### src/rtl/core/assert_macros.svh
// assertion helpers for the rtl (included by crpf_ctrl)
`ifndef ASSERT_MACROS_SVH
`define ASSERT_MACROS_SVH

// property checked on every rising edge of clk outside reset
`define CRPF_ASSERT(label, prop, msg) \
  label: assert property (@(posedge clk) disable iff (!rst_n) (prop)) else $error(msg);

// condition that must never hold outside reset
`define CRPF_NEVER(label, cond, msg) \
  label: assert property (@(posedge clk) disable iff (!rst_n) !(cond)) else $error(msg);

`endif

### src/rtl/core/crpf_pkg.sv
`timescale 1ns / 1ps
`default_nettype none
package crpf_pkg;

  localparam int F            = 16;
  localparam int DIV_STEPS    = 32 + F;
  localparam int CORDIC_STEPS = 20;
  localparam int MAC_STEPS    = 5;

  localparam int WW  = 21;  // spline weight width
  localparam int AW  = 40;  // accumulator width
  localparam int RW  = 39;  // spline result width
  localparam int CXW = 42;  // cordic vector width
  localparam int CZW = 25;  // cordic angle width

  localparam logic signed [CZW-1:0] PI_Q20 = 25'sd3294199;
  localparam logic signed [CZW-1:0] PI_Q13 = 25'sd25736;

  typedef enum logic [1:0] {
    OP_START  = 2'd0,
    OP_APPEND = 2'd1,
    OP_EVAL   = 2'd2,
    OP_NONE   = 2'd3
  } op_t;

  localparam logic CFG_PERIOD = 1'b0;
  localparam logic CFG_LOOK   = 1'b1;

  typedef struct packed {
    logic       start;
    logic       append;
    logic       eval_load;
    logic       div_step;
    logic       clamp;
    logic       sq;
    logic       cube;
    logic       wgt;
    logic       rd;
    logic       mac;
    logic       store;
    logic       cor_init;
    logic       cor_step;
    logic       load_out;
    logic [1:0] sel;
    logic [2:0] k;
    logic [4:0] iter;
  } cmd_t;

  function automatic logic signed [CZW-1:0] atan_q20(input logic [4:0] i);
    logic signed [CZW-1:0] v;
    unique case (i)
      5'd0:    v = 25'sd823550;
      5'd1:    v = 25'sd486170;
      5'd2:    v = 25'sd256879;
      5'd3:    v = 25'sd130396;
      5'd4:    v = 25'sd65451;
      5'd5:    v = 25'sd32757;
      5'd6:    v = 25'sd16383;
      5'd7:    v = 25'sd8192;
      5'd8:    v = 25'sd4096;
      5'd9:    v = 25'sd2048;
      5'd10:   v = 25'sd1024;
      5'd11:   v = 25'sd512;
      5'd12:   v = 25'sd256;
      5'd13:   v = 25'sd128;
      5'd14:   v = 25'sd64;
      5'd15:   v = 25'sd32;
      5'd16:   v = 25'sd16;
      5'd17:   v = 25'sd8;
      5'd18:   v = 25'sd4;
      5'd19:   v = 25'sd2;
      default: v = '0;
    endcase
    return v;
  endfunction

endpackage
`default_nettype wire

### src/rtl/core/crpf_ctrl.sv
`timescale 1ns / 1ps
`default_nettype none
`include "assert_macros.svh"
module crpf_ctrl (
  input  wire logic        clk,
  input  wire logic        rst_n,
  input  wire logic        in_valid,
  output logic             in_stall,
  input  wire logic [1:0]  in_op,
  output logic             out_valid,
  input  wire logic        out_stall,
  output logic             out_moved,
  input  wire logic        count_zero,
  output crpf_pkg::cmd_t   cmd
);

  typedef enum logic [11:0] {
    S_IDLE  = 12'b0000_0000_0001,
    S_DIV   = 12'b0000_0000_0010,
    S_CLAMP = 12'b0000_0000_0100,
    S_SQ    = 12'b0000_0000_1000,
    S_CUBE  = 12'b0000_0001_0000,
    S_WGT   = 12'b0000_0010_0000,
    S_MAC   = 12'b0000_0100_0000,
    S_STORE = 12'b0000_1000_0000,
    S_CINIT = 12'b0001_0000_0000,
    S_CORD  = 12'b0010_0000_0000,
    S_FINAL = 12'b0100_0000_0000,
    S_EMPTY = 12'b1000_0000_0000
  } state_t;

  state_t     state_r, state_nxt;
  logic [5:0] cnt_r, cnt_nxt;
  logic [1:0] sel_r, sel_nxt;
  logic       out_valid_r, out_valid_nxt;
  logic       out_moved_r, out_moved_nxt;
  logic       slot_free;
  logic       emit;
  logic       emit_moved;

  assign slot_free = !out_valid_r || !out_stall;
  assign in_stall  = (state_r != S_IDLE);
  assign out_valid = out_valid_r;
  assign out_moved = out_moved_r;

  always_comb begin
    state_nxt  = state_r;
    cnt_nxt    = cnt_r;
    sel_nxt    = sel_r;
    emit       = 1'b0;
    emit_moved = 1'b0;
    cmd        = '0;
    cmd.sel    = sel_r;
    cmd.k      = cnt_r[2:0];
    cmd.iter   = cnt_r[4:0];
    unique case (state_r)
      S_IDLE: begin
        if (in_valid) begin
          unique case (crpf_pkg::op_t'(in_op))
            crpf_pkg::OP_START:  cmd.start  = 1'b1;
            crpf_pkg::OP_APPEND: cmd.append = 1'b1;
            crpf_pkg::OP_EVAL: begin
              if (count_zero) begin
                state_nxt = S_EMPTY;
              end else begin
                cmd.eval_load = 1'b1;
                cnt_nxt       = '0;
                state_nxt     = S_DIV;
              end
            end
            default: ;
          endcase
        end
      end
      S_DIV: begin
        cmd.div_step = 1'b1;
        cnt_nxt      = cnt_r + 6'd1;
        if (cnt_r == 6'(crpf_pkg::DIV_STEPS - 1)) begin
          state_nxt = S_CLAMP;
        end
      end
      S_CLAMP: begin
        cmd.clamp = 1'b1;
        sel_nxt   = 2'd0;
        state_nxt = S_SQ;
      end
      S_SQ: begin
        cmd.sq    = 1'b1;
        state_nxt = S_CUBE;
      end
      S_CUBE: begin
        cmd.cube  = 1'b1;
        state_nxt = S_WGT;
      end
      S_WGT: begin
        cmd.wgt   = 1'b1;
        cnt_nxt   = '0;
        state_nxt = S_MAC;
      end
      S_MAC: begin
        cmd.rd  = (cnt_r < 6'd4);
        cmd.mac = (cnt_r != 6'd0);
        cnt_nxt = cnt_r + 6'd1;
        if (cnt_r == 6'(crpf_pkg::MAC_STEPS - 1)) begin
          state_nxt = S_STORE;
        end
      end
      S_STORE: begin
        cmd.store = 1'b1;
        if (sel_r == 2'd2) begin
          state_nxt = S_CINIT;
        end else begin
          sel_nxt   = sel_r + 2'd1;
          state_nxt = S_SQ;
        end
      end
      S_CINIT: begin
        cmd.cor_init = 1'b1;
        cnt_nxt      = '0;
        state_nxt    = S_CORD;
      end
      S_CORD: begin
        cmd.cor_step = 1'b1;
        cnt_nxt      = cnt_r + 6'd1;
        if (cnt_r == 6'(crpf_pkg::CORDIC_STEPS - 1)) begin
          state_nxt = S_FINAL;
        end
      end
      S_FINAL: begin
        if (slot_free) begin
          cmd.load_out = 1'b1;
          emit         = 1'b1;
          emit_moved   = 1'b1;
          state_nxt    = S_IDLE;
        end
      end
      S_EMPTY: begin
        if (slot_free) begin
          emit      = 1'b1;
          state_nxt = S_IDLE;
        end
      end
      default: state_nxt = S_IDLE;
    endcase
  end

  always_comb begin
    out_valid_nxt = out_valid_r;
    out_moved_nxt = out_moved_r;
    if (emit) begin
      out_valid_nxt = 1'b1;
      out_moved_nxt = emit_moved;
    end else if (!out_stall) begin
      out_valid_nxt = 1'b0;
    end
  end

  always_ff @(posedge clk) begin
    if (!rst_n) begin
      state_r     <= S_IDLE;
      cnt_r       <= '0;
      sel_r       <= '0;
      out_valid_r <= 1'b0;
      out_moved_r <= 1'b0;
    end else begin
      state_r     <= state_nxt;
      cnt_r       <= cnt_nxt;
      sel_r       <= sel_nxt;
      out_valid_r <= out_valid_nxt;
      out_moved_r <= out_moved_nxt;
    end
  end

  `CRPF_ASSERT(a_div_to_clamp, (state_r == S_DIV && cnt_r == 6'(crpf_pkg::DIV_STEPS - 1)) |=> (state_r == S_CLAMP), "divider did not finish after its last step")
  `CRPF_NEVER(a_load_when_full, cmd.load_out && !slot_free, "result loaded over a waiting beat")
  `CRPF_ASSERT(a_moved_hold, (out_valid_r && out_stall) |=> $stable(out_moved_r), "moved flag changed under stall")

endmodule
`default_nettype wire

### config.mk
export PLATFORM = sky130hd
export DESIGN_NAME = crpf_ctrl
export DESIGN_NICKNAME = d
export VERILOG_FILES = /design/src/rtl/core/crpf_pkg.sv /design/src/rtl/core/crpf_ctrl.sv
export VERILOG_INCLUDE_DIRS = /design/src /design/src/rtl/core
export SDC_FILE = /design/constraint.sdc
export NUM_CORES = 1
export LEC_CHECK = 0
export ABC_CLOCK_PERIOD_IN_PS = 6800
export BUFFER_PORTS_ARGS = -buffer_cell sky130_fd_sc_hd__buf_2
export CORE_ASPECT_RATIO = 2
export CORE_MARGIN = 5
export CORE_UTILIZATION = 35
export CTS_CLUSTER_DIAMETER = 150
export CTS_CLUSTER_SIZE = 30
export DETAILED_ROUTE_END_ITERATION = 16
export HOLD_SLACK_MARGIN = 0.08
export MAX_ROUTING_LAYER = met4
export PLACE_DENSITY = 0.65
export RECOVER_POWER = 25
export SETUP_SLACK_MARGIN = 0.02
export SYNTH_ARGS = -nofsm -noshare
export SYNTH_HDL_FRONTEND = slang
export SYNTH_SLANG_ARGS = --single-unit
### constraint.sdc
create_clock -name clk -period 6.8 [get_ports clk]
set_input_delay 1.02 -clock clk [delete_from_list [all_inputs] [get_ports clk]]
set_output_delay 1.02 -clock clk [all_outputs]
set_load 0.05 [all_outputs]
=== After elaboration in Yosys (flattened, before gate mapping) ===
Cells that the tools add are included.

* Reductions and logical operators: 13
* Order comparisons: 1
* Muxes and demuxes: 35
* Add/subtract/negate cells: 2
* Eq/ne operators: 28

{| class="wikitable"
|+ Operators with widths
! operator !! count
|-
| one-hot mux 12 bit (11 select lines) || 1
|-
| 2-to-1 mux 12 bit || 7
|-
| 2-to-1 mux 6 bit || 3
|-
| one-hot mux 6 bit (3 select lines) || 1
|-
| 2-to-1 mux 1 bit || 17
|-
| == test 12 x 1 -> 1 bit (second input constant) || 1
|-
| == test 12 x 10 -> 1 bit (second input constant) || 1
|-
| == test 12 x 11 -> 1 bit (second input constant) || 1
|-
| == test 12 bit (second input constant) || 1
|-
| == test 12 x 2 -> 1 bit (second input constant) || 1
|-
| == test 12 x 3 -> 1 bit (second input constant) || 1
|-
| == test 12 x 4 -> 1 bit (second input constant) || 1
|-
| == test 12 x 5 -> 1 bit (second input constant) || 1
|-
| == test 12 x 6 -> 1 bit (second input constant) || 1
|-
| == test 12 x 7 -> 1 bit (second input constant) || 1
|-
| == test 12 x 8 -> 1 bit (second input constant) || 1
|-
| == test 12 x 9 -> 1 bit (second input constant) || 1
|-
| != test 12 x 1 -> 1 bit (second input constant) || 1
|-
| != test 2 bit (second input constant) || 6
|-
| 2-to-1 mux 9 bit || 1
|-
| adder 6 x 1 -> 6 bit (second input constant) || 1
|-
| == test 6 x 3 -> 1 bit (second input constant) || 1
|-
| == test 6 x 5 -> 1 bit (second input constant) || 1
|-
| == test 6 bit (second input constant) || 1
|-
| other kinds (19) || 26
|}

* Bits of input ports: 7
* Bits in registers: 22
* Output and inout port bits: 27
* Logic and storage cells: 84

=== Depth between registers and ports, before layout ===
Gate-level depths: netlist of the first run.

* Word-level depth: 5
* Mapped depth: 9
* Mapped depth without buffers: 7

=== Worst setup path after synthesis of the first run ===
No wires, ideal clock.

* Kind: register to output
* From: register state_r[0]
* To: output cmd[23] (netlist bit)
* Required time: 5.780 ns
* Data arrival time: 3.090 ns
* Buffers on the path: 1
* Setup slack: 2.690 ns
* Cell stages (with the launch flop): 6
* Cells stage by stage: dfxtp_1 clkbuf_1 nor3b_1 and4_1 inv_1 nor4b_1

{| class="wikitable"
|+ RTL lines
! item !! RTL line !! text
|-
| from (decl) || crpf_ctrl.sv:32 || <nowiki>state_t state_r, state_nxt;</nowiki>
|-
| from (signal assigned) || crpf_ctrl.sv:166 || <nowiki>state_r <= state_nxt;</nowiki>
|-
| to (decl) || crpf_ctrl.sv:14 || <nowiki>output crpf_pkg::cmd_t cmd</nowiki>
|}

==> flow_results.xml, run 1 <==
<?xml version="1.0" encoding="UTF-8"?>
<metrics>
  <group name="die">
    <metric name="die_w" unit="um">55.73</metric>
    <metric name="start_util" unit="">0.3581</metric>
    <metric name="floorplan.die_area" unit="mm2">0.005654</metric>
    <metric name="core_area" unit="mm2">0.004088</metric>
    <metric name="die_h" unit="um">101.5</metric>
    <metric name="std_cell_rows" unit="">33</metric>
    <metric name="i_o_pins" unit="">34</metric>
  </group>
  <group name="final_layout">
    <metric name="fillerInstances" unit="">442</metric>
    <metric name="antenna_cells_inserted" unit="">0</metric>
    <metric name="regArea" unit="um2">440.4</metric>
    <metric name="drive_above_1_share" unit="">0.1919</metric>
    <metric name="multi_input_area" unit="um2">855.8</metric>
    <metric name="num-nets-final" unit="">210</metric>
    <metric name="commonest_cells_after_routing_fill_and_taps_aside" unit="">24 x buf_2, 22 x dfxtp_1, 20 x nor2_1</metric>
    <metric name="leading_cell_type_in_the_layout_fill_and_taps_excluded" unit="">buf_2</metric>
    <metric name="syn2layout_area_growth" unit="%">9.145</metric>
  </group>
  <group name="placement">
    <metric name="dpl.hpwl" unit="um">3067</metric>
    <metric name="gp_routability_congestion" unit="">0.8900</metric>
    <metric name="port-buffer-count" unit="">33</metric>
  </group>
  <group name="power">
    <metric name="power_report.internal_total" unit="uW">190.6</metric>
    <metric name="worst_voltage_drop_across_the_vdd_grid" unit="mV">0.1125</metric>
    <metric name="clock_power_share" unit="">0.278</metric>
    <metric name="power.switching_fraction" unit="">0.3341</metric>
    <metric name="pwrdens" unit="mW/mm2">179.2</metric>
    <metric name="share_seq_of_total_power" unit="">0.481</metric>
    <metric name="leakage_power_summed_over_all_cells" unit="nW">0.6508</metric>
    <metric name="netSwitchingPower" unit="uW">95.64</metric>
    <metric name="p_comb_frac" unit="">0.240</metric>
  </group>
  <group name="drt">
    <metric name="route.detailed.vias_per_inst" unit="">5.564</metric>
    <metric name="drtPass1Iterations" unit="">4</metric>
    <metric name="remaining_design_rule_violation_count" unit="">0</metric>
    <metric name="drtIter0Drc" unit="">25</metric>
    <metric name="detail-route-antenna-nets" unit="">0</metric>
    <metric name="wl_met2" unit="um">2123</metric>
    <metric name="post_drt_wl_per_cell" unit="um">15.39</metric>
    <metric name="routed.top_layer" unit="">met4</metric>
    <metric name="wire_length_after_detailed_routing" unit="um">3847</metric>
    <metric name="met3_wire_length" unit="um">131</metric>
    <metric name="vias" unit="">1391</metric>
    <metric name="wl_met1" unit="um">1435</metric>
  </group>
  <group name="cts">
    <metric name="cts_post_setup_buffers_inserted" unit="">0</metric>
    <metric name="clk_path_buf_depth" unit="">2</metric>
    <metric name="clk_transition_reported_paths" unit="ns">0.07</metric>
    <metric name="cts_buffers" unit="">3</metric>
    <metric name="numClockSinks" unit="">22</metric>
    <metric name="ctsResizeCount" unit="">0</metric>
    <metric name="hold_buffers" unit="">0</metric>
    <metric name="clockRootBuffer" unit="">clkbuf_8</metric>
    <metric name="h-tree-depth" unit="">1</metric>
    <metric name="worstSkewPairLatency" unit="ns">0.26</metric>
    <metric name="cts_tree" unit="">done</metric>
  </group>
  <group name="synthesis">
    <metric name="netlist_instances" unit="">181</metric>
    <metric name="synth-warning-count" unit="">0</metric>
    <metric name="total_of_flip_flops_plus_latches_after_synthesis" unit="">22</metric>
    <metric name="mappedNetlistArea" unit="mm2">0.001464</metric>
    <metric name="synth.distinct_cells" unit="">54</metric>
    <metric name="synth_sequential_area_ratio" unit="">0.3009</metric>
    <metric name="syn_area_per_cell" unit="um2">8.088</metric>
    <metric name="synth_edf_count" unit="">0</metric>
    <metric name="synth_top_flop_cell" unit="">dfxtp_1</metric>
    <metric name="syn-num-nets" unit="">191</metric>
    <metric name="asyncSetResetFlopFracSynth" unit="">0</metric>
  </group>
  <group name="timing">
    <metric name="timing.fmax" unit="MHz">285.7</metric>
    <metric name="slew_headroom" unit="">0.5540</metric>
    <metric name="hold_ws" unit="ns">0.5151</metric>
    <metric name="final-max-slew-violation-count" unit="">0</metric>
    <metric name="fin_skew" unit="ns">0.007233</metric>
    <metric name="setup_viol" unit="">0</metric>
    <metric name="totalNegativeSetupSlack" unit="ns">0</metric>
    <metric name="tightest_slew" unit="ns">0.6690</metric>
    <metric name="setup_repair_after_global_routing_missed_its_margin" unit="">no</metric>
    <metric name="timing.final.crit_period" unit="ns">3.501</metric>
    <metric name="finalHoldViolations" unit="">0</metric>
    <metric name="min_period_over_period" unit="">0.5148</metric>
  </group>
  <group name="grt">
    <metric name="grt_max_degree" unit="">14</metric>
    <metric name="grt_pass1_vias" unit="">1364</metric>
    <metric name="antenna_found_initial" unit="">0</metric>
    <metric name="globalRouteTotalUtil" unit="">0.1422</metric>
    <metric name="global_route_total_overflow" unit="">0</metric>
    <metric name="grt_pass1_wl" unit="um">6182</metric>
  </group>
  <group name="hold_path">
    <metric name="timing.hold.worst.class" unit="">reg -&gt; reg</metric>
  </group>
  <group name="critical_path">
    <metric name="critPathMostFrequentCell" unit="">or4_1</metric>
    <metric name="slowest_stage_cell_crit_path" unit="">or4_1</metric>
    <metric name="critPathCaptureType" unit="">output pin</metric>
    <metric name="critPathKind" unit="">reg -&gt; out</metric>
    <metric name="worst-endpoint-arrival" unit="ns">2.48</metric>
    <metric name="critical_path.max_stage_delay" unit="ns">0.67</metric>
    <metric name="worst_setup_path_start_kind" unit="">flip-flop</metric>
    <metric name="cp_max_fo" unit="">7</metric>
    <metric name="cp_cell_sequence" unit="">or4_1, or4_1, nor3b_1, buf_2</metric>
    <metric name="required" unit="ns">5.78</metric>
  </group>
  <group name="run">
    <metric name="number_of_maximum_capacitance_violations" unit="">0</metric>
  </group>
  <group name="run_status">
    <metric name="outcome" unit="">finished clean</metric>
  </group>
</metrics>
==> cell type report <==
class / instances / area share
multi-input combinational: 129 / 0.5356
inverter: 11 / 0.02584
tap: 52 / 0.04072
sequential: 22 / 0.2756
timing repair buffer: 33 / 0.09632
clock buffer: 3 / 0.02584
==> metrics by stage <==
stage	worst slack [ns]	cells	power (mW)	util	cell area, um2
after floorplan	2.690	181	0.1924	-	1464
after global placement	3.693	247	0.2097	0.3845	1572
after detailed placement	3.688	247	0.2092	0.3845	1572
after CTS	3.393	250	0.2889	0.3946	1613
after global routing	3.240	250	0.2998	0.3909	1598
final	3.299	250	0.2863	0.3909	1598
==> power groups by stage <==
stage | registers [mW] | logic, mW | clock network [mW]
global route | 0.139 | 0.0739 | 0.0873
CTS | 0.138 | 0.0690 | 0.0821
floorplan | 0.136 | 0.0564 | 0
detailed placement | 0.141 | 0.0684 | 0
finish | 0.138 | 0.0688 | 0.0796
global placement | 0.141 | 0.0690 | 0
==> synthesized netlist by cell type, types with 2 or more instances <==
cell | count | area share
or4_1 | 4 | 0.021
nor4_1 | 2 | 0.0085
o31ai_1 | 2 | 0.010
nor3b_1 | 4 | 0.021
nor2_1 | 20 | 0.051
buf_6 | 2 | 0.015
and3_1 | 3 | 0.013
or3b_2 | 2 | 0.012
buf_2 | 2 | 0.0068
nand3_1 | 6 | 0.021
and4b_1 | 2 | 0.014
dfxtp_1 | 22 | 0.30
a211oi_1 | 2 | 0.010
o21ai_0 | 4 | 0.014
nor3_1 | 7 | 0.024
buf_4 | 9 | 0.046
xor2_1 | 3 | 0.018
or3_1 | 3 | 0.013
nand2b_1 | 3 | 0.013
a41oi_1 | 2 | 0.012
nand3b_1 | 4 | 0.021
clkbuf_1 | 6 | 0.015
o21a_1 | 5 | 0.026
ha_1 | 3 | 0.026
nand2_1 | 10 | 0.026
or4b_2 | 3 | 0.021
a21oi_1 | 10 | 0.034
inv_1 | 10 | 0.026
==> routing by layer <==
| layer | GRT usage | vias up |
|---|---|---|
| met5 | - | - |
| met4 | 0.08240 | 0 |
| met3 | 0.01658 | 12 |
| met2 | 0.2792 | 33 |
| met1 | 0.1270 | 654 |
| li1 | - | 692 |
==> worst paths after layout <==
path              startpoint        end  slack, ns  depth (start not counted)
setup / recovery  state_r[8]    cmd[15]       3.30                          4
hold / removal     out_moved  out_moved       0.52                          2
setup reg to reg  state_r[8]   cnt_r[4]       4.24                          5
hold reg to reg    out_moved  out_moved       0.52                          2
==> registers in the layout (all words and copies together), names as in the netlist <==
signal and count:
out_valid 1, out_moved 1, state_r 12, sel_r 2, cnt_r 6
==> logic make-up (layout without fill, tap and decap cells) <==
logic type	Yosys count	after routing	synth area share
mux	1	1	0.006838
compound gates	40	40	0.2086
fa+ha+maj	3	3	0.02564
simple gates	82	82	0.3282
flops	22	22	0.3009
buf+inv	30	47	0.1120
xor+xnor	3	3	0.01795
==> critical path: cells and delay by family, from the launching register on <==
family / cells / cell delay, ns
and+or+nand+nor: 3 / 1.54
buffers and inverters: 1 / 0.29
DFF: 1 / 0.39
Power figures use the tool's default switching activity.
==> inputs of run 2 (changes only) <==
Settings changed: ABC_AREA from default to 1, ABC_CLOCK_PERIOD_IN_PS 6800 to 3300.
Clock period 6.8 ns to 3.3 ns, I/O delays scaled along.
==> run 2 against run 1 <==
  * Combinational power increased to 11 times the previous value
  * Design area rose by 4.2%
  * First-iteration DRC count is 32% higher
  * Sequential cell count stayed put
  * Clock power is 150% higher
  * Global-route usage shrank 0.39 points
  * Wire length shrank 9.3%
  * Die area increased by 1.1%
  * Power grew to 4.4 times the previous value
  * Cell count is 22% higher
  * Largest power group is now combinational logic
==> flow_results.xml, run 2 <==
<?xml version="1.0" encoding="UTF-8"?>
<metrics>
  <group name="hold_path">
    <metric name="timing.hold.worst.class" unit="">reg -&gt; reg</metric>
    <metric name="hold-path-endpoint" unit="">sel_r[1]</metric>
    <metric name="worst_hold_startpoint" unit="">sel_r[1]</metric>
    <metric name="worst_hold_path.num_cells" unit="">2</metric>
  </group>
  <group name="synthesis">
    <metric name="synth_edf_count" unit="">0</metric>
    <metric name="total_of_flip_flops_plus_latches_after_synthesis" unit="">22</metric>
    <metric name="synth.most_common_cell" unit="">nand2_1</metric>
    <metric name="synth.area.mux_share" unit="">0</metric>
    <metric name="synth_sequential_area_ratio" unit="">0.2970</metric>
    <metric name="synth_compound_area_frac" unit="">0.05907</metric>
    <metric name="synth.distinct_cells" unit="">29</metric>
    <metric name="post_synth_simple_gate_area" unit="">0.4506</metric>
    <metric name="netlist_instances" unit="">228</metric>
    <metric name="mappedNetlistArea" unit="mm2">0.001483</metric>
    <metric name="post-synth-top-area-cell" unit="">dfxtp_1</metric>
    <metric name="asyncSetResetFlopFracSynth" unit="">0</metric>
    <metric name="synth_top_cell_area_share" unit="">0.2970</metric>
    <metric name="synth_top_flop_cell" unit="">dfxtp_1</metric>
    <metric name="syn_area_per_cell" unit="um2">6.503</metric>
    <metric name="synth_top_family_by_area" unit="">simple AND/OR/NAND/NOR gates</metric>
    <metric name="yosys-top-cells-count" unit="">50 x nand2_1, 40 x inv_1, 28 x nor2_1, 22 x dfxtp_1, 15 x nand3_1</metric>
    <metric name="synth_adder_area_share" unit="">0.02532</metric>
    <metric name="yosys.area_share.xor_xnor" unit="">0.005907</metric>
    <metric name="syn-num-nets" unit="">238</metric>
    <metric name="synth-warning-count" unit="">0</metric>
    <metric name="synth.top_cells.by_area" unit="">dfxtp_1 30%, nand2_1 13%, inv_1 10%</metric>
  </group>
  <group name="die">
    <metric name="start_util" unit="">0.3627</metric>
    <metric name="die_w" unit="um">56.02</metric>
    <metric name="core_area" unit="mm2">0.004088</metric>
    <metric name="floorplan.die_area" unit="mm2">0.005717</metric>
    <metric name="std_cell_rows" unit="">33</metric>
    <metric name="die_h" unit="um">102.0</metric>
    <metric name="i_o_pins" unit="">34</metric>
  </group>
  <group name="final_layout">
    <metric name="reg_top3" unit="">state_r: 12 flops, cnt_r: 6 flops, sel_r: 2 flops</metric>
    <metric name="commonest_cells_after_routing_fill_and_taps_aside" unit="">50 x nand2_1, 40 x inv_1, 31 x nor2_1, 25 x buf_2, 22 x dfxtp_1</metric>
    <metric name="final_util" unit="">0.4071</metric>
    <metric name="largest-register" unit="">state_r</metric>
    <metric name="leading_cell_type_in_the_layout_fill_and_taps_excluded" unit="">nand2_1</metric>
    <metric name="fillerInstances" unit="">457</metric>
    <metric name="antenna_cells_inserted" unit="">0</metric>
    <metric name="drive_above_1_share" unit="">0.2126</metric>
    <metric name="num-nets-final" unit="">265</metric>
    <metric name="largest_register_ff_count" unit="">12</metric>
    <metric name="final-instance-count-excl-fill" unit="">306</metric>
    <metric name="syn2layout_area_growth" unit="%">12.24</metric>
  </group>
  <group name="timing">
    <metric name="slew_headroom" unit="">0.5959</metric>
    <metric name="timing.final.crit_period" unit="ns">2.416</metric>
    <metric name="final-max-slew-violation-count" unit="">0</metric>
    <metric name="min_period_over_period" unit="">0.7320</metric>
    <metric name="timing.fmax" unit="MHz">414.0</metric>
    <metric name="totalNegativeSetupSlack" unit="ns">0</metric>
    <metric name="tightest_slew" unit="ns">0.6088</metric>
    <metric name="fin_skew" unit="ns">0.004434</metric>
    <metric name="setup_repair_after_global_routing_missed_its_margin" unit="">no</metric>
    <metric name="finalHoldViolations" unit="">0</metric>
    <metric name="setup_viol" unit="">0</metric>
  </group>
  <group name="grt">
    <metric name="grt_util_met3" unit="">0.01643</metric>
    <metric name="antenna_found_initial" unit="">0</metric>
    <metric name="global_route_total_overflow" unit="">0</metric>
    <metric name="globalRoute.busiestLayer" unit="">met2</metric>
    <metric name="grt_pass1_wl" unit="um">5996</metric>
    <metric name="globalRouteTotalUtil" unit="">0.1383</metric>
    <metric name="grtUsageMet1" unit="">0.1317</metric>
    <metric name="grt_max_degree" unit="">13</metric>
    <metric name="grt_pass1_vias" unit="">1401</metric>
    <metric name="grt_util_met2" unit="">0.2660</metric>
  </group>
  <group name="cts">
    <metric name="cts_buffers" unit="">3</metric>
    <metric name="clk_transition_reported_paths" unit="ns">0.08</metric>
    <metric name="cts_tree" unit="">done</metric>
    <metric name="worstSkewPairLatency" unit="ns">0.27</metric>
    <metric name="clk_path_buf_depth" unit="">2</metric>
    <metric name="ctsResizeCount" unit="">0</metric>
    <metric name="cts_post_setup_buffers_inserted" unit="">0</metric>
    <metric name="h-tree-depth" unit="">1</metric>
    <metric name="clockRootBuffer" unit="">clkbuf_8</metric>
    <metric name="hold_buffers" unit="">0</metric>
    <metric name="numClockSinks" unit="">22</metric>
  </group>
  <group name="critical_path">
    <metric name="required" unit="ns">2.80</metric>
    <metric name="path_buf_inv" unit="">1</metric>
    <metric name="slowest_stage_cell_crit_path" unit="">dfxtp_1</metric>
    <metric name="worst_setup_path_start_kind" unit="">flip-flop</metric>
    <metric name="critPathCaptureType" unit="">output pin</metric>
    <metric name="path_delay_family" unit="">simple AND/OR/NAND/NOR gates</metric>
    <metric name="worst-endpoint-arrival" unit="ns">1.92</metric>
    <metric name="cp_max_fo" unit="">7</metric>
    <metric name="worst-r2r-setup-slack" unit="ns">1.47</metric>
    <metric name="timing.reg2reg.worst_path_depth" unit="">10</metric>
    <metric name="worst_r2r_startpoint" unit="">state_r[1]</metric>
    <metric name="cp_cell_sequence" unit="">nor2_1, nand2_2, nor2_1, nand2_1, nor3_1, buf_2</metric>
    <metric name="critical_path.startpoint" unit="">state_r[1]</metric>
    <metric name="critPathKind" unit="">reg -&gt; out</metric>
    <metric name="r2r_endpoint" unit="">cnt_r[0]</metric>
    <metric name="critPathMostFrequentCell" unit="">nor2_1</metric>
    <metric name="critical_path.max_stage_delay" unit="ns">0.34</metric>
  </group>
  <group name="power">
    <metric name="pwrdens" unit="mW/mm2">757.3</metric>
    <metric name="leakage_power_summed_over_all_cells" unit="nW">0.9331</metric>
    <metric name="finalPower" unit="mW">1.260</metric>
    <metric name="worst_voltage_drop_across_the_vdd_grid" unit="mV">0.3853</metric>
  </group>
  <group name="drt">
    <metric name="post_drt_wl_per_cell" unit="um">11.41</metric>
    <metric name="wire_length_after_detailed_routing" unit="um">3490</metric>
    <metric name="drtPass1Iterations" unit="">4</metric>
    <metric name="route.detailed.vias_per_inst" unit="">4.644</metric>
    <metric name="drtIter0Drc" unit="">33</metric>
    <metric name="remaining_design_rule_violation_count" unit="">0</metric>
    <metric name="vias" unit="">1421</metric>
    <metric name="detail-route-antenna-nets" unit="">0</metric>
  </group>
  <group name="placement">
    <metric name="port-buffer-count" unit="">33</metric>
    <metric name="dpl.hpwl" unit="um">2961</metric>
    <metric name="gp_routability_congestion" unit="">0.8354</metric>
    <metric name="place.detailed.instances" unit="">302</metric>
  </group>
  <group name="run">
    <metric name="number_of_maximum_capacitance_violations" unit="">0</metric>
  </group>
  <group name="run_status">
    <metric name="outcome" unit="">finished clean</metric>
  </group>
</metrics>
run 2: changes by cell type after synthesis, moves of 5 or more:
cell,previous run,this run
nand3_1,6,15
inv_1,10,40
nor2_4,0,5
nor2_2,0,5
nor2_1,20,28
nand2_1,10,50
nand2_2,0,6
o21a_1,5,0
clkbuf_1,6,1
run 2: metrics by stage:
step                      instance area [um2]  setup WS (ns)  hold slack, ns
final                                    1664         0.8844          0.4842
after global routing                     1664         0.7016          0.5133
after CTS                                1692          1.076          0.4899
after detailed placement                 1637          1.379          0.4778
after global placement                   1637          1.399          0.4709
after floorplan                          1483         0.2012          0.4856
run 2: logic make-up after synthesis:
logic type      count (synthesis)
simple gates                  131
fa+ha+maj                       3
flops                          22
buf+inv                        54
compound gates                 17
xor+xnor                        1
run 2: layout make-up:
type,instances,area (um2),share of cell area
clock buffers,4,55.05,0.03308
inverters,43,163.9,0.09850
multi-input cells,152,784.5,0.4714
flip-flops and latches,22,440.4,0.2647
well taps,52,65.06,0.03910
repair buffers,33,155.1,0.09323
run 2: worst max path at each step:
stage                   end  slack, ns  cells past startpoint
finish              cmd[10]       0.88                      6
global route        cmd[10]       0.70                      6
global placement    cmd[22]       1.40                      6
CTS                 cmd[23]       1.08                      6
floorplan           cmd[22]       0.20                      5
detailed placement  cmd[23]       1.38                      6
run 2: power by group:
group | internal [mW] | total, mW | switching [mW]
registers | 0.300 | 0.325 | 0.0249
logic | 0.208 | 0.739 | 0.531
clock network | 0.107 | 0.196 | 0.0895
run 2: tightest hold or removal path: stages, from the launching register on:
cell and delay [ns]:
dfxtp_1 0.33, nand2_1 0.06, a21oi_1 0.05
run 2: per-layer routing:
layer,up-vias,routed length (um)
li1,748,-
met1,639,1302
met2,29,1984
met3,5,112
met4,0,91
met5,-,0
==> inputs of run 3 (changes only) <==
Settings changed: ABC_CLOCK_PERIOD_IN_PS 3300 to 2000, PLACE_DENSITY 0.65 to 0.67.
Clock period 3.3 ns to 2 ns, I/O delays scaled along.
==> run 3 against run 2 <==
  * Clock-buffer cell count shrank 1
  * Register-to-register slack got worse by 1.2 ns
  * Cell count grew 0.65%
  * Combinational power up 79%
  * Wire length grew 2.5%
  * Global-route usage is 0.37 points lower
  * Sequential share of layout area is 1.2 points lower
  * Critical path type unchanged
  * Highest routed layer unchanged
  * Non-clock buffer count increased by 3
  * Worst hold slack lost 0.15 ns
  * Die area is the same
  * Power grew 70%
  * Clock skew hardly changed
==> flow_results.xml, run 3 (synthesis gave the netlist of run 2 again) <==
<?xml version="1.0" encoding="UTF-8"?>
<metrics>
  <group name="placement">
    <metric name="gp_routability_congestion" unit="">0.9399</metric>
    <metric name="detailed_place.area" unit="mm2">0.001674</metric>
    <metric name="port-buffer-count" unit="">33</metric>
    <metric name="dp_slack" unit="ns">0.2352</metric>
    <metric name="dpl.hpwl" unit="um">2996</metric>
    <metric name="place.detailed.instances" unit="">303</metric>
  </group>
  <group name="power">
    <metric name="pwrdens" unit="mW/mm2">1214</metric>
    <metric name="finalPower" unit="mW">2.137</metric>
    <metric name="worst_voltage_drop_across_the_vdd_grid" unit="mV">0.7653</metric>
    <metric name="leakage_power_summed_over_all_cells" unit="nW">0.9415</metric>
  </group>
  <group name="cts">
    <metric name="cts_tree" unit="">done</metric>
    <metric name="cts_buffers" unit="">3</metric>
    <metric name="clk_transition_reported_paths" unit="ns">0.08</metric>
    <metric name="h-tree-depth" unit="">1</metric>
    <metric name="clk_path_buf_depth" unit="">2</metric>
    <metric name="numClockSinks" unit="">22</metric>
    <metric name="clockRootBuffer" unit="">clkbuf_8</metric>
    <metric name="worstSkewPairLatency" unit="ns">0.26</metric>
  </group>
  <group name="final_layout">
    <metric name="drive_above_1_share" unit="">0.2578</metric>
    <metric name="commonest_cells_after_routing_fill_and_taps_aside" unit="">49 x nand2_1, 39 x inv_1, 28 x nor2_1, 19 x dfxtp_1, 17 x buf_2</metric>
    <metric name="fillerInstances" unit="">424</metric>
    <metric name="syn2layout_area_growth" unit="%">18.73</metric>
    <metric name="reg_top3" unit="">state_r: 12 flops, cnt_r: 6 flops, sel_r: 2 flops</metric>
    <metric name="final_util" unit="">0.4307</metric>
    <metric name="leading_cell_type_in_the_layout_fill_and_taps_excluded" unit="">nand2_1</metric>
    <metric name="largest_register_ff_count" unit="">12</metric>
    <metric name="final-instance-count-excl-fill" unit="">308</metric>
    <metric name="largest-register" unit="">state_r</metric>
    <metric name="post_route_cell_area" unit="mm2">0.001760</metric>
    <metric name="num-nets-final" unit="">268</metric>
    <metric name="antenna_cells_inserted" unit="">0</metric>
  </group>
  <group name="critical_path">
    <metric name="cp_max_fo" unit="">5</metric>
    <metric name="critPathKind" unit="">reg -&gt; out</metric>
    <metric name="worst-r2r-setup-slack" unit="ns">0.30</metric>
    <metric name="critPathCaptureType" unit="">output pin</metric>
    <metric name="r2r_endpoint" unit="">state_r[6]</metric>
    <metric name="critical_path.startpoint" unit="">state_r[1]</metric>
    <metric name="timing.reg2reg.worst_path_depth" unit="">11</metric>
    <metric name="timing.critical_path.to" unit="">cmd[14]</metric>
    <metric name="worst-endpoint-arrival" unit="ns">1.61</metric>
    <metric name="worst_r2r_startpoint" unit="">cnt_r[1]</metric>
    <metric name="required" unit="ns">1.70</metric>
    <metric name="worst_setup_path_start_kind" unit="">flip-flop</metric>
  </group>
  <group name="drt">
    <metric name="route.detailed.vias_per_inst" unit="">4.636</metric>
    <metric name="drtPass1Iterations" unit="">4</metric>
    <metric name="drtIter0Drc" unit="">26</metric>
    <metric name="post_drt_wl_per_cell" unit="um">11.61</metric>
    <metric name="detail-route-antenna-nets" unit="">0</metric>
    <metric name="remaining_design_rule_violation_count" unit="">0</metric>
    <metric name="wire_length_after_detailed_routing" unit="um">3577</metric>
    <metric name="vias" unit="">1428</metric>
  </group>
  <group name="die">
    <metric name="core_area" unit="mm2">0.004088</metric>
    <metric name="floorplan.die_area" unit="mm2">0.005717</metric>
    <metric name="die_w" unit="um">56.02</metric>
    <metric name="die_h" unit="um">102.0</metric>
    <metric name="start_util" unit="">0.3627</metric>
    <metric name="std_cell_rows" unit="">33</metric>
    <metric name="i_o_pins" unit="">34</metric>
  </group>
  <group name="grt">
    <metric name="global_route_total_overflow" unit="">0</metric>
    <metric name="grt_pass1_vias" unit="">1367</metric>
    <metric name="grt_pass1_wl" unit="um">5968</metric>
    <metric name="grt_max_degree" unit="">13</metric>
    <metric name="antenna_found_initial" unit="">0</metric>
    <metric name="globalRouteTotalUtil" unit="">0.1347</metric>
  </group>
  <group name="timing">
    <metric name="finalHoldViolations" unit="">0</metric>
    <metric name="post-route-worst-setup-slack" unit="ns">0.09028</metric>
    <metric name="final-max-slew-violation-count" unit="">0</metric>
    <metric name="min_period_over_period" unit="">0.9549</metric>
    <metric name="timing.final.crit_period" unit="ns">1.910</metric>
    <metric name="tightest_slew" unit="ns">0.6189</metric>
    <metric name="hold_ws" unit="ns">0.3381</metric>
    <metric name="timing.fmax" unit="MHz">523.6</metric>
    <metric name="fin_skew" unit="ns">0.004245</metric>
    <metric name="setup_viol" unit="">0</metric>
    <metric name="setup_repair_after_global_routing_missed_its_margin" unit="">yes</metric>
    <metric name="slew_headroom" unit="">0.5891</metric>
    <metric name="totalNegativeSetupSlack" unit="ns">0</metric>
  </group>
  <group name="hold_path">
    <metric name="worst_hold_startpoint" unit="">rst_n</metric>
    <metric name="worst_hold_path.num_cells" unit="">2</metric>
    <metric name="timing.hold.worst.class" unit="">in -&gt; reg</metric>
  </group>
  <group name="run_status">
    <metric name="outcome" unit="">finished clean</metric>
  </group>
  <group name="run">
    <metric name="number_of_maximum_capacitance_violations" unit="">0</metric>
  </group>
</metrics>
run 3: cell types whose count changed in the layout (fill, tap and decap cells not counted), moves of 2 or more:
| cell | previous run | this run |
|---|---|---|
| buf_2 | 25 | 17 |
| buf_4 | 0 | 5 |
| clkbuf_4 | 0 | 3 |
| dfxtp_1 | 22 | 19 |
| dfxtp_2 | 0 | 3 |
| nor2_1 | 31 | 28 |
| nor2_4 | 3 | 6 |
| buf_6 | 0 | 2 |
| nor4_1 | 2 | 0 |
| nor4_4 | 0 | 2 |
run 3: layout make-up:
class	instances	area (um2)	share of cell area
Timing Repair Buffer	36	201.4	0.1144
Inverter	43	163.9	0.09311
Multi-Input combinational cell	152	844.6	0.4797
Tap cell	52	65.06	0.03696
Clock buffer	3	41.29	0.02345
Sequential cell	22	444.2	0.2523
run 3: layer usage:
layer,part of all wire,global-route usage
met3,0.027,0.01770
met4,0.024,0.06581
met1,0.37,0.1242
met2,0.58,0.2642
met5,0,-
run 3: report_power, final:
group          switching [mW]  leakage, nW  total, mW  internal (mW)
clock                   0.139       0.0216      0.274          0.134
combinational           0.942        0.741       1.32          0.377
sequential             0.0450        0.179      0.544          0.499
run 3: critical path, cell delays in order, from the launching register on:
cell and delay, ns:
dfxtp_1 0.35, nor2_2 0.16, nand2_2 0.12, nor2_4 0.19, nand2_2 0.09, a31oi_1 0.20
buf_4 0.23
run 3: worst min-delay path by stage:
stage                 end  slack (ns)
3_3_place_gp     sel_r[1]        0.47
4_1_cts        state_r[0]        0.33
6_report       state_r[0]        0.34
2_1_floorplan   out_valid        0.45
5_1_grt        state_r[0]        0.35
3_5_place_dp     sel_r[0]        0.48
run 3: timing repair:
action / CTS / global route
hold buffers: 0 / 0
setup buffers: 0 / 2
pin swaps: 0 / 2
resized for setup: 4 / 14
setup endpoints to repair: 2 / 7
